[config.mk]
export PLATFORM = sky130hd
export DESIGN_NAME = priority_sjf_aging_scheduler
export DESIGN_NICKNAME = d
export VERILOG_FILES = /design/src/psas_pkg.sv /design/src/psas_table.sv /design/src/psas_unit.sv /design/src/priority_sjf_aging_scheduler.sv
export SDC_FILE = /design/constraint.sdc
export NUM_CORES = 2
export LEC_CHECK = 0
export BUFFER_PORTS_ARGS = -buffer_cell sky130_fd_sc_hd__buf_2
export CAP_MARGIN = 10
export CORE_UTILIZATION = 30
export DETAILED_ROUTE_END_ITERATION = 10
export SLEW_MARGIN = 0
export SYNTH_ARGS = -nofsm -noshare
export SYNTH_HDL_FRONTEND = slang
export SYNTH_SLANG_ARGS = --single-unit
[constraint.sdc]
create_clock -name clk -period 9.7 [get_ports clk]
set_clock_uncertainty 0.15 [all_clocks]
set_input_delay 1.94 -clock clk [delete_from_list [all_inputs] [get_ports clk]]
set_output_delay 1.94 -clock clk [all_outputs]
set_load 0.02 [all_outputs]
[src/psas_pkg.sv]
`timescale 1ns / 1ps
`default_nettype none

package psas_pkg;

  localparam int ID_W      = 8;
  localparam int REQ_W     = 8;
  localparam int LEVEL_W   = 4;
  localparam int BURST_W   = 16;
  localparam int WAIT_W    = 4;
  localparam int STAMP_W   = 32;
  localparam int STATUS_W  = 2;
  localparam int CFG_IDX_W = 1;
  localparam int CFG_W     = 16;

  localparam logic [0:0] OP_ADD      = 1'b0;
  localparam logic [0:0] OP_DISPATCH = 1'b1;

  localparam logic [STATUS_W-1:0] ST_ADDED      = 2'd0;
  localparam logic [STATUS_W-1:0] ST_FULL       = 2'd1;
  localparam logic [STATUS_W-1:0] ST_DISPATCHED = 2'd2;
  localparam logic [STATUS_W-1:0] ST_EMPTY      = 2'd3;

  localparam logic [CFG_IDX_W-1:0] CFG_QUANTUM = 1'd0;
  localparam logic [CFG_IDX_W-1:0] CFG_AGING   = 1'd1;

  localparam logic [BURST_W-1:0] QUANTUM_RST = 16'd10;
  localparam logic [WAIT_W-1:0]  AGING_RST   = 4'd3;

  typedef struct packed {
    logic [0:0]         operation;
    logic [ID_W-1:0]    task_id;
    logic [REQ_W-1:0]   priority_req;
    logic [BURST_W-1:0] burst;
  } in_item_t;

  typedef struct packed {
    logic [STATUS_W-1:0] status;
    logic [ID_W-1:0]     chosen_id;
    logic [BURST_W-1:0]  slice;
    logic                finished;
  } out_item_t;

  typedef struct packed {
    logic [ID_W-1:0]    id;
    logic [LEVEL_W-1:0] level;
    logic [BURST_W-1:0] burst;
    logic [WAIT_W-1:0]  wait_cnt;
    logic [STAMP_W-1:0] stamp;
  } entry_t;

  typedef enum logic {
    CMP_SELECT,
    CMP_OLDEST
  } cmp_mode_t;

  typedef struct packed {
    logic   better;
    logic   promote;
    entry_t aged;
  } unit_res_t;

endpackage

`default_nettype wire

[src/psas_table.sv]
`timescale 1ns / 1ps
`default_nettype none

module psas_table #(
  parameter int DEPTH = 16,
  localparam int IdxW = $clog2(DEPTH)
) (
  input  wire logic              clk,
  input  wire logic              we,
  input  wire logic [IdxW-1:0]   waddr,
  input  wire psas_pkg::entry_t  wdata,
  input  wire logic [IdxW-1:0]   raddr,
  output psas_pkg::entry_t       rdata
);
  import psas_pkg::*;

  entry_t mem_q [DEPTH];
  entry_t rdata_r;

  always_ff @(posedge clk) begin
    if (we) begin
      mem_q[waddr] <= wdata;
    end
    rdata_r <= mem_q[raddr];
  end

  assign rdata = rdata_r;

endmodule

`default_nettype wire

[src/psas_unit.sv]
`timescale 1ns / 1ps
`default_nettype none

module psas_unit (
  input  wire psas_pkg::cmp_mode_t           mode,
  input  wire psas_pkg::entry_t              cand,
  input  wire psas_pkg::entry_t              best,
  input  wire logic                          best_found,
  input  wire logic [psas_pkg::STAMP_W-1:0]  order_cnt,
  input  wire logic [psas_pkg::WAIT_W-1:0]   promo_limit,
  output psas_pkg::unit_res_t                res
);
  import psas_pkg::*;

  logic [STAMP_W-1:0] age_cand;
  logic [STAMP_W-1:0] age_best;
  logic               older;
  logic [WAIT_W-1:0]  wait_inc;

  always_comb begin
    age_cand = order_cnt - cand.stamp;
    age_best = order_cnt - best.stamp;
    older    = age_cand > age_best;
    wait_inc = cand.wait_cnt + WAIT_W'(1);

    res.better = 1'b0;
    case (mode)
      CMP_SELECT: begin
        res.better = !best_found || (cand.level < best.level) ||
                     ((cand.level == best.level) &&
                      ((cand.burst < best.burst) ||
                       ((cand.burst == best.burst) && older)));
      end
      CMP_OLDEST: begin
        // higher level first, oldest first within a level
        res.better = !best_found || (cand.level < best.level) ||
                     ((cand.level == best.level) && older);
      end
      default: begin
        res.better = 1'b0;
      end
    endcase

    // one more wait, promotion to the next level up at the limit
    res.promote       = wait_inc >= promo_limit;
    res.aged          = cand;
    res.aged.wait_cnt = wait_inc;
    if (res.promote) begin
      res.aged.level    = cand.level - LEVEL_W'(1);
      res.aged.wait_cnt = '0;
    end
  end

endmodule

`default_nettype wire

[src/priority_sjf_aging_scheduler.sv]
`timescale 1ns / 1ps
`default_nettype none

// Priority scheduler with shortest-burst choice per level and aging. The task
// table sits in a single-port-read memory that one sequencer scans entry by
// entry through a shared compare and aging unit. An add item searches for the
// lowest free slot. A dispatch item makes one scan to select and, if a task is
// found, one scan to age, plus one scan for every task promoted in that
// dispatch, since promoted tasks are re-queued highest level first and oldest
// first within a level, by one scan each. The block takes no new item until the
// current one has its result in the output register. The user must write the
// quantum and promotion limit via the cfg port only while idle (not enforced).

module priority_sjf_aging_scheduler #(
  parameter int MAX_TASKS    = 16,
  parameter int TOP_LEVEL    = 1,
  parameter int BOTTOM_LEVEL = 10
) (
  input  wire logic                            clk,
  input  wire logic                            rst_n,
  input  wire logic                            in_valid,
  output logic                                 in_stall,
  input  wire psas_pkg::in_item_t              in_item,
  output logic                                 out_valid,
  input  wire logic                            out_stall,
  output psas_pkg::out_item_t                  out_item,
  input  wire logic                            cfg_we,
  input  wire logic [psas_pkg::CFG_IDX_W-1:0]  cfg_index,
  input  wire logic [psas_pkg::CFG_W-1:0]      cfg_wdata
);
  import psas_pkg::*;

  localparam int IdxW = $clog2(MAX_TASKS);
  localparam int CntW = $clog2(MAX_TASKS + 1);
  localparam logic [IdxW-1:0]    LastIdx = IdxW'(MAX_TASKS - 1);
  localparam logic [REQ_W-1:0]   ReqTop  = REQ_W'(TOP_LEVEL);
  localparam logic [REQ_W-1:0]   ReqBot  = REQ_W'(BOTTOM_LEVEL);
  localparam logic [LEVEL_W-1:0] TopLvl  = LEVEL_W'(TOP_LEVEL);

  typedef enum logic [2:0] {
    S_IDLE,
    S_FREE,
    S_SEL,
    S_GRANT,
    S_AGE,
    S_ORD,
    S_STAMP,
    S_DONE
  } state_t;

  state_t                 state_r, state_nxt;
  logic [IdxW-1:0]        scan_r, scan_nxt;
  logic                   scan_on_r, scan_on_nxt;
  logic                   pipe_v_r, pipe_v_nxt;
  logic [IdxW-1:0]        pipe_idx_r, pipe_idx_nxt;
  in_item_t               item_r, item_nxt;
  logic                   pick_found_r, pick_found_nxt;
  logic [IdxW-1:0]        pick_idx_r, pick_idx_nxt;
  entry_t                 pick_rec_r, pick_rec_nxt;
  logic [IdxW-1:0]        skip_idx_r, skip_idx_nxt;
  logic [CntW-1:0]        pend_cnt_r, pend_cnt_nxt;
  out_item_t              res_r, res_nxt;
  logic [STAMP_W-1:0]     order_cnt_r, order_cnt_nxt;
  logic [BURST_W-1:0]     quantum_r, quantum_nxt;
  logic [WAIT_W-1:0]      promo_limit_r, promo_limit_nxt;
  logic [MAX_TASKS-1:0]   valid_r, valid_nxt;
  logic [MAX_TASKS-1:0]   pend_r, pend_nxt;
  logic                   out_valid_r, out_valid_nxt;
  out_item_t              out_item_r, out_item_nxt;

  logic                   mem_we;
  logic [IdxW-1:0]        mem_waddr;
  entry_t                 mem_wdata;
  entry_t                 mem_rdata;
  cmp_mode_t              cmp_mode;
  unit_res_t              u_res;
  logic                   last_seen;
  logic [REQ_W-1:0]       req_lvl;
  logic [BURST_W-1:0]     grant_slice;
  logic [BURST_W-1:0]     grant_rem;

  psas_table #(
    .DEPTH (MAX_TASKS)
  ) u_table (
    .clk   (clk),
    .we    (mem_we),
    .waddr (mem_waddr),
    .wdata (mem_wdata),
    .raddr (scan_r),
    .rdata (mem_rdata)
  );

  assign cmp_mode = (state_r == S_ORD) ? CMP_OLDEST : CMP_SELECT;

  psas_unit u_unit (
    .mode        (cmp_mode),
    .cand        (mem_rdata),
    .best        (pick_rec_r),
    .best_found  (pick_found_r),
    .order_cnt   (order_cnt_r),
    .promo_limit (promo_limit_r),
    .res         (u_res)
  );

  assign in_stall  = (state_r != S_IDLE);
  assign out_valid = out_valid_r;
  assign out_item  = out_item_r;

  always_comb begin
    state_nxt       = state_r;
    scan_nxt        = scan_r;
    scan_on_nxt     = scan_on_r;
    pipe_v_nxt      = 1'b0;
    pipe_idx_nxt    = pipe_idx_r;
    item_nxt        = item_r;
    pick_found_nxt  = pick_found_r;
    pick_idx_nxt    = pick_idx_r;
    pick_rec_nxt    = pick_rec_r;
    skip_idx_nxt    = skip_idx_r;
    pend_cnt_nxt    = pend_cnt_r;
    res_nxt         = res_r;
    order_cnt_nxt   = order_cnt_r;
    quantum_nxt     = quantum_r;
    promo_limit_nxt = promo_limit_r;
    valid_nxt       = valid_r;
    pend_nxt        = pend_r;
    out_valid_nxt   = out_valid_r;
    out_item_nxt    = out_item_r;
    mem_we          = 1'b0;
    mem_waddr       = pipe_idx_r;
    mem_wdata       = u_res.aged;

    if (cfg_we) begin
      case (cfg_index)
        CFG_QUANTUM: quantum_nxt = cfg_wdata;
        CFG_AGING:   promo_limit_nxt = cfg_wdata[WAIT_W-1:0];
        default:     ;
      endcase
    end

    if (out_valid_r && !out_stall) begin
      out_valid_nxt = 1'b0;
    end

    // table scan: read issued at scan_r, data back in the next cycle
    if (scan_on_r) begin
      pipe_v_nxt   = 1'b1;
      pipe_idx_nxt = scan_r;
      if (scan_r == LastIdx) begin
        scan_on_nxt = 1'b0;
      end else begin
        scan_nxt = scan_r + IdxW'(1);
      end
    end
    last_seen = pipe_v_r && (pipe_idx_r == LastIdx);

    if (item_r.priority_req < ReqTop) begin
      req_lvl = ReqTop;
    end else if (item_r.priority_req > ReqBot) begin
      req_lvl = ReqBot;
    end else begin
      req_lvl = item_r.priority_req;
    end

    grant_slice = (pick_rec_r.burst > quantum_r) ? quantum_r : pick_rec_r.burst;
    grant_rem   = pick_rec_r.burst - grant_slice;

    case (state_r)
      S_IDLE: begin
        if (in_valid) begin
          item_nxt       = in_item;
          scan_nxt       = '0;
          pick_found_nxt = 1'b0;
          if (in_item.operation == OP_ADD) begin
            state_nxt = S_FREE;
          end else begin
            scan_on_nxt = 1'b1;
            state_nxt   = S_SEL;
          end
        end
      end

      S_FREE: begin
        res_nxt = '0;
        if (!valid_r[scan_r]) begin
          mem_we             = 1'b1;
          mem_waddr          = scan_r;
          mem_wdata.id       = item_r.task_id;
          mem_wdata.level    = req_lvl[LEVEL_W-1:0];
          mem_wdata.burst    = item_r.burst;
          mem_wdata.wait_cnt = '0;
          mem_wdata.stamp    = order_cnt_r;
          valid_nxt[scan_r]  = 1'b1;
          order_cnt_nxt      = order_cnt_r + STAMP_W'(1);
          res_nxt.status     = ST_ADDED;
          state_nxt          = S_DONE;
        end else if (scan_r == LastIdx) begin
          res_nxt.status = ST_FULL;
          state_nxt      = S_DONE;
        end else begin
          scan_nxt = scan_r + IdxW'(1);
        end
      end

      S_SEL: begin
        if (pipe_v_r && valid_r[pipe_idx_r] && u_res.better) begin
          pick_found_nxt = 1'b1;
          pick_idx_nxt   = pipe_idx_r;
          pick_rec_nxt   = mem_rdata;
        end
        if (last_seen) begin
          if (pick_found_nxt) begin
            state_nxt = S_GRANT;
          end else begin
            res_nxt        = '0;
            res_nxt.status = ST_EMPTY;
            state_nxt      = S_DONE;
          end
        end
      end

      S_GRANT: begin
        mem_we             = 1'b1;
        mem_waddr          = pick_idx_r;
        mem_wdata          = pick_rec_r;
        mem_wdata.burst    = grant_rem;
        mem_wdata.wait_cnt = '0;
        mem_wdata.stamp    = order_cnt_r;
        res_nxt.status     = ST_DISPATCHED;
        res_nxt.chosen_id  = pick_rec_r.id;
        res_nxt.slice      = grant_slice;
        res_nxt.finished   = (grant_rem == '0);
        if (grant_rem == '0) begin
          valid_nxt[pick_idx_r] = 1'b0;
        end else begin
          order_cnt_nxt = order_cnt_r + STAMP_W'(1);
        end
        skip_idx_nxt = pick_idx_r;
        pend_cnt_nxt = '0;
        scan_nxt     = '0;
        scan_on_nxt  = 1'b1;
        state_nxt    = S_AGE;
      end

      S_AGE: begin
        if (pipe_v_r && valid_r[pipe_idx_r] && (pipe_idx_r != skip_idx_r) &&
            (mem_rdata.level > TopLvl)) begin
          mem_we = 1'b1;
          if (u_res.promote) begin
            pend_nxt[pipe_idx_r] = 1'b1;
            pend_cnt_nxt         = pend_cnt_r + CntW'(1);
          end
        end
        if (last_seen) begin
          if (pend_cnt_nxt != '0) begin
            pick_found_nxt = 1'b0;
            scan_nxt       = '0;
            scan_on_nxt    = 1'b1;
            state_nxt      = S_ORD;
          end else begin
            state_nxt = S_DONE;
          end
        end
      end

      S_ORD: begin
        // highest-level, then oldest promoted task goes to its new tail first
        if (pipe_v_r && pend_r[pipe_idx_r] && u_res.better) begin
          pick_found_nxt = 1'b1;
          pick_idx_nxt   = pipe_idx_r;
          pick_rec_nxt   = mem_rdata;
        end
        if (last_seen) begin
          state_nxt = S_STAMP;
        end
      end

      S_STAMP: begin
        mem_we                = 1'b1;
        mem_waddr             = pick_idx_r;
        mem_wdata             = pick_rec_r;
        mem_wdata.stamp       = order_cnt_r;
        order_cnt_nxt         = order_cnt_r + STAMP_W'(1);
        pend_nxt[pick_idx_r]  = 1'b0;
        pend_cnt_nxt          = pend_cnt_r - CntW'(1);
        if (pend_cnt_r == CntW'(1)) begin
          state_nxt = S_DONE;
        end else begin
          pick_found_nxt = 1'b0;
          scan_nxt       = '0;
          scan_on_nxt    = 1'b1;
          state_nxt      = S_ORD;
        end
      end

      S_DONE: begin
        if (!out_valid_r || !out_stall) begin
          out_valid_nxt = 1'b1;
          out_item_nxt  = res_r;
          state_nxt     = S_IDLE;
        end
      end

      default: begin
        state_nxt = S_IDLE;
      end
    endcase
  end

  always_ff @(posedge clk) begin
    if (!rst_n) begin
      state_r       <= S_IDLE;
      scan_on_r     <= 1'b0;
      pipe_v_r      <= 1'b0;
      pick_found_r  <= 1'b0;
      pend_cnt_r    <= '0;
      order_cnt_r   <= '0;
      quantum_r     <= QUANTUM_RST;
      promo_limit_r <= AGING_RST;
      valid_r       <= '0;
      pend_r        <= '0;
      out_valid_r   <= 1'b0;
    end else begin
      state_r       <= state_nxt;
      scan_on_r     <= scan_on_nxt;
      pipe_v_r      <= pipe_v_nxt;
      pick_found_r  <= pick_found_nxt;
      pend_cnt_r    <= pend_cnt_nxt;
      order_cnt_r   <= order_cnt_nxt;
      quantum_r     <= quantum_nxt;
      promo_limit_r <= promo_limit_nxt;
      valid_r       <= valid_nxt;
      pend_r        <= pend_nxt;
      out_valid_r   <= out_valid_nxt;
    end
    scan_r     <= scan_nxt;
    pipe_idx_r <= pipe_idx_nxt;
    item_r     <= item_nxt;
    pick_idx_r <= pick_idx_nxt;
    pick_rec_r <= pick_rec_nxt;
    skip_idx_r <= skip_idx_nxt;
    res_r      <= res_nxt;
    out_item_r <= out_item_nxt;
  end

endmodule

`default_nettype wire
[Word-level counts from Yosys, hierarchy flattened]
Memory sizes are Yosys's and may differ from the RTL's. A register that Yosys moved wholly into a read port is not among the register bits.
Index checks and enable logic that the tools add are counted.
Widths: inputs -> output; s select.
Word-level totals
  bits in registers: 262
  bits in writable memories: 1024
  bits of input ports: 55
  output and inout bits: 29
  memories kept: 1
Memories
  u_table.mem_q: depth 16, bits a word 64, read ports 1, clocked after memory_dff 1, wr ports 1, RTL line psas_table.sv:17  | entry_t mem_q [DEPTH];
Operators by class
  add/subtract/negate cells: 9
  $lt $le $gt $ge: 14
  equal/unequal tests: 29
  mux-type cells: 93
  bitwise logic cells: 7
  reductions and logical operators: 45
Operators by type and width (count)
  $mux 64: 3
  $pmux 64 s3: 1
  $pmux 64 s2: 1
  $pmux 32 s3: 1
  $pmux 27 s3: 1
  $mux 16: 5
  $mux 32: 2
  $pmux 16 s2: 2
  $sub 32x32->32: 2
  $mux 4: 15
  $mux 27: 2
  $add 32x1->32 const B: 1
  $and 16x16->16: 2
  $gt 32x32->1: 1
  $or 16x16->16: 2
  $mux 1: 31
  $ne 2x2->1 const B: 14
  $mux 3: 8
  $pmux 3 s8: 1
  $pmux 4 s5: 1
  $eq 16x16->1: 1
  $gt 16x16->1: 1
  $logic_not 16->1: 1
  $lt 16x16->1: 1
  other kinds (44): 97

[Depth between registers and ports, before layout]
  depth in word-level cells: 13
  mapped depth: 25
  depth with buffers taken out: 23

[Hierarchy]
From an unflattened synthesis, not the netlist that was laid out.
Unflattened totals
  cells, all modules: 3723
  area total of the unflattened synthesis: 58174.5 sq um
Modules (own cells, without submodules)
  psas_table: times used 1, cells an instance 1647, area an instance 39581.7 sq um, sequential area each 32030.7 sq um
  priority_sjf_aging_scheduler: times used 1, cells an instance 1296, area an instance 13138.9 sq um, sequential area each 6866.6 sq um
  psas_unit: times used 1, cells an instance 780, area an instance 5454.0 sq um, sequential area each 0.0 sq um

[Worst setup path after synthesis]
No wires, ideal clock.
  path type: register -> register
  start: reg order_cnt_r[0]
  end: reg pick_idx_r[0], enable pin
  library setup time: 0.517 ns
  arrival: 7.334 ns
  slack: 1.700 ns
  cell stages (with the launch flop): 22
  buffers on the path: 0
  cell sequence: dfxtp_1 inv_1 ha_1 inv_1 fa_1 a211oi_1 nor2_1 o41ai_1 o21ai_1 a221o_1 nand4_1 a31oi_1 o21ai_1 o22ai_1 o41ai_1 xor2_1 ha_1 nand4_1 nor4_1 a221o_1 o221ai_1 a21oi_1
Between the ends
  longest elaborated chain between the ends: 10
  elaborated cells between the ends (all ways): 15
  classes of those cells: add/sub (2); order compare (1); eq/ne (2); mux (1); reduce/logical (9)
RTL lines
  start, declared: RTL line priority_sjf_aging_scheduler.sv:63  | logic [STAMP_W-1:0] order_cnt_r, order_cnt_nxt;
  start signal, assigned: RTL line priority_sjf_aging_scheduler.sv:329  | order_cnt_r <= order_cnt_nxt;
  $sub 32x32->32, on equally long branches: RTL line psas_unit.sv:21, psas_unit.sv:22
  $gt 32x32->1 (*): RTL line psas_unit.sv:23  | older = age_cand > age_best;
  $logic_and 1x1->1: RTL line psas_unit.sv:32  | ((cand.burst == best.burst) && older)));
  $logic_or 1x1->1: RTL line psas_unit.sv:31  | ((cand.burst < best.burst) ||
  $logic_and 1x1->1: RTL line psas_unit.sv:30  | ((cand.level == best.level) &&
  $logic_or 1x1->1: RTL line psas_unit.sv:29  | res.better = !best_found || (cand.level < best.level) ||
  $pmux 1 s2 (*): RTL line psas_unit.sv:27  | case (mode)
  $logic_and 1x1->1, on equally long branches: RTL line priority_sjf_aging_scheduler.sv:206, priority_sjf_aging_scheduler.sv:268
  $ne 2x2->1 (no line) / $ne 2x1->1 (equally long branches)
  $reduce_and 3->1 (no line) (*)
  end signal, assigned: RTL line priority_sjf_aging_scheduler.sv:339  | pick_idx_r <= pick_idx_nxt;
  end, declared: RTL line priority_sjf_aging_scheduler.sv:58  | logic [IdxW-1:0] pick_idx_r, pick_idx_nxt;
Every way passes the cells marked *; elsewhere a longest branch is shown, timed or not.
A chain may end at the register's enable or synchronous reset.

[Worst setup path after layout]
  start: reg pick_rec_r[50] (netlist bit)
  end: reg order_cnt_r[26]
Between the ends
  longest elaborated chain between the ends: 6
RTL lines
  start, declared: RTL line priority_sjf_aging_scheduler.sv:59  | entry_t pick_rec_r, pick_rec_nxt;
  start signal, assigned: RTL line priority_sjf_aging_scheduler.sv:340  | pick_rec_r <= pick_rec_nxt;
  $gt 16x16->1: RTL line priority_sjf_aging_scheduler.sv:165  | grant_slice = (pick_rec_r.burst > quantum_r) ? quantum_r : pick_rec_r.burst;
  $mux 16: RTL line priority_sjf_aging_scheduler.sv:165
  $sub 16x16->16 (*): RTL line priority_sjf_aging_scheduler.sv:166  | grant_rem = pick_rec_r.burst - grant_slice;
  $logic_not 16->1 (*): RTL line priority_sjf_aging_scheduler.sv:233  | if (grant_rem == '0) begin
  $ne 2x2->1 (no line) (*)
  $reduce_and 3->1 (no line) (*)
Marked as above.

==> flow_summary.json <==
{
  "tritoncts.num_buffers": 131,
  "min-delay-start": "res_r[14]",
  "synthesis.instances": 3387,
  "critical_path.max_fanout": 21,
  "regToRegEndpoint": "order_cnt_r[26]",
  "detailedRoute.firstIterationViolations": 2942,
  "reg2reg_setup_slack_ns": 2.76,
  "core_um2": 188000,
  "setup_total_negative_slack_ns": 0,
  "grt_pass1_vias": 31000,
  "synth_most_common_cell": "sky130_fd_sc_hd__edfxtp_1",
  "maxSlewHeadroom_pct": 20.5,
  "r2r.worst_path.cells": 20,
  "detail_route.first_pass.iterations": 11,
  "syn_area_um2": 56900,
  "cts.root.buffer_cell": "sky130_fd_sc_hd__clkbuf_16",
  "worstMarginPinSlew_ns": 1.18,
  "wl_um": 142000,
  "critPathLaunchType": "flip-flop",
  "die_width_um": 438,
  "run_status": "complete, but fails checks",
  "cts-hold-fix-buffers": 0,
  "remaining_drc_errors": 10,
  "cts.repair_timing.setup_buffer_count": 0,
  "cts.sinks": 1350,
  "violations": "DRC",
  "cp_num_cells": 20,
  "floorplan_die_area_um2": 192000,
  "worstPathArrival_ns": 7.47,
  "synth_enable_flop_cells": 1186,
  "grt-ovfl-total": 0,
  "dieHeight_um": 438,
  "path_cells": "ha_1, nand4_1, nor2_1, nand2_1, o211a_1, nor2_1, buf_4, mux2i_1, ha_1, a21o_1, o2bb2ai_1, o21a_1, nor2b_1, a32o_1, o2111ai_1, nor4_4, a31oi_4, nand4_1, or4_1, a21oi_1",
  "timing.critical_path.buf_inv": 1,
  "dpl.cell_count": 5920,
  "post_synthesis_sequential_element_count": 1350,
  "hold-path-endpoint": "out_item[14]",
  "final_hold_viol_count": 0,
  "clk_transition_reported_paths_ns": 0.06,
  "initial_core_util_pct": 30.3,
  "cts.htree.levels": 4,
  "preCtsSetupSlack_ns": 2.95,
  "clock_tree.buffer_depth": 3,
  "rsz_0062_raised_after_global_routing": "no",
  "final_core_utilization_pct": 34.7,
  "worst_hold_path.num_cells": 0,
  "power_density_nw_per_um2": 289,
  "layout_setup_ws_ns": 2.76,
  "final-max-slew-violation-count": 0,
  "maximum_capacitance_violations": 0,
  "final_cells": 6165,
  "cts_tree": "built",
  "ys_warnings": 0,
  "max-vdd-ir-drop_mv": 0.174,
  "hpwlAfterDp_um": 85700,
  "cp_top_family": "simple AND/OR/NAND/NOR gates",
  "final_antenna_violating_net_count": 0,
  "ys_top_cells_by_count": "1,186 x sky130_fd_sc_hd__edfxtp_1, 335 x sky130_fd_sc_hd__mux4_2, 201 x sky130_fd_sc_hd__nand2_1",
  "clk_latency_ns": 0.76,
  "routed_wire_length_per_instance_um": 23.1,
  "setup_viol": 0,
  "vias": 31200,
  "top_level_ports": 84,
  "min_period_ns": 6.94,
  "nets": 3777,
  "synth_sequential_area_ratio_pct": 68.3,
  "critical-path-max-stage-delay_ns": 0.72,
  "grt_util_all_layers_pct": 14.6,
  "avgSynthCellArea_um2": 16.8,
  "async_flop_share_pct": 0,
  "cts_resized": 0,
  "synth_top_cell_area_share_pct": 62.6,
  "cp-end-kind": "flip-flop",
  "period_share_pct": 71.6,
  "worst_hold_slack_ns": 0.266,
  "synth.largest_area_cell": "sky130_fd_sc_hd__edfxtp_1",
  "synth.net_count": 3606,
  "routabilityCongestion": 0.871,
  "std_cell_rows": 159,
  "worst_ep_required_time_ns": 10.23,
  "area_growth_from_synthesis_to_final_layout_pct": 14.6,
  "numPortBuffers": 83,
  "hold_removal_path_class": "reg2reg",
  "synthDistinctLibCells": 83,
  "worstReg2RegStart": "pick_rec_r[50]",
  "synth_area_leaders": "sky130_fd_sc_hd__edfxtp_1 63%, sky130_fd_sc_hd__mux4_2 13%, sky130_fd_sc_hd__dfxtp_1 5.8%",
  "wire_length_of_the_first_global_routing_pass_um": 209000,
  "power.static_leakage_nw": 21.4,
  "clock.fmax_ghz": 0.144,
  "yosys_most_used_dff": "sky130_fd_sc_hd__edfxtp_1",
  "detail_route.vias_per_cell": 5.06,
  "drive_above_1_share_pct": 20.5,
  "antenna_found_initial": 4,
  "critical-path-slowest-cell": "sky130_fd_sc_hd__nand4_1",
  "crit_type": "reg2reg",
  "grt_start_max_net_pins": 131
}
==> flip-flops by register name (all words and copies together) (netlist names), 5 cells and up <==
| name | count |
|---|---|
| pend_r | 16 |
| valid_r | 16 |
| quantum_r | 16 |
| item_r | 32 |
| u_table.mem_q | 1024 |
| order_cnt_r | 32 |
| out_item | 27 |
| pick_rec_r | 64 |
| pend_cnt_r | 5 |
| u_table.rdata | 64 |
| res_r | 27 |
==> layout make-up <==
cell class	instances	area [um^2]
well taps	2495	3120
flip-flops and latches	1350	38900
clock inverters	71	862
clock buffers	169	3470
repair buffers	177	1210
fillers	17700	123000
diodes	5	12.5
inverters	147	552
multi-input cells	1751	17100
==> cells in the final DEF (no fill, tap or decap), types with 46 or more instances in the layout <==
master	n
sky130_fd_sc_hd__edfxtp_1	1186
sky130_fd_sc_hd__mux4_2	335
sky130_fd_sc_hd__nand2_1	201
sky130_fd_sc_hd__a21oi_1	163
sky130_fd_sc_hd__ha_1	161
sky130_fd_sc_hd__dfxtp_1	160
sky130_fd_sc_hd__inv_1	145
sky130_fd_sc_hd__nor2_1	132
sky130_fd_sc_hd__clkbuf_16	131
sky130_fd_sc_hd__o21ai_0	126
sky130_fd_sc_hd__buf_4	87
sky130_fd_sc_hd__buf_2	83
sky130_fd_sc_hd__nand3_1	48
sky130_fd_sc_hd__xor2_1	47
sky130_fd_sc_hd__xnor2_1	46
==> power by group <==
part	switching, mW	leakage (nW)	total [mW]	internal (mW)
clock network	2.23	2.10	5.15	2.92
logic	3.30	7.19	5.22	1.92
registers	0.405	12.1	8.47	8.07
total	5.93	21.4	18.8	12.9
==> routing by layer <==
metal  part of all wire, %  wire, um  vias up  GRT usage (%)
met4                   2.1      3050        4           4.14
met2                    49     69300      965           24.4
li1                      -         -    13800              -
met5                 0.019        27        -              0
met3                   5.6      7960      174           1.96
met1                    43     61800    16200           19.9
==> cells by family after synthesis <==
family / Yosys count / synth area share [%]
xor gates and xnor gates: 93 / 1.43
buffers and inverters: 286 / 1.90
AOI/OAI and AO/OA: 521 / 5.90
DFF: 1350 / 68.3
and+or+nand+nor: 618 / 5.20
muxes: 354 / 13.6
adders and majority gates: 165 / 3.66
==> per-stage QoR <==
stage	cell area, um^2	total power [mW]
2_1_floorplan	56900	11.8
3_3_place_gp	60900	13.7
3_5_place_dp	60900	13.9
4_1_cts	65300	19.0
5_1_grt	65300	19.7
6_report	65300	18.8
==> worst max path at each step <==
| stage | start | to | slack [ns] |
|---|---|---|---|
| floorplan | order_cnt_r[0] | pick_idx_r[0] | 1.70 |
| global placement | pick_rec_r[50] | order_cnt_r[26] | 3.03 |
| detailed placement | pick_rec_r[50] | order_cnt_r[24] | 2.95 |
| CTS | pick_rec_r[50] | order_cnt_r[24] | 2.91 |
| global route | pick_rec_r[43] | order_cnt_r[24] | 2.35 |
| finish | pick_rec_r[50] | order_cnt_r[26] | 2.76 |
Power figures use the tool's default switching activity.
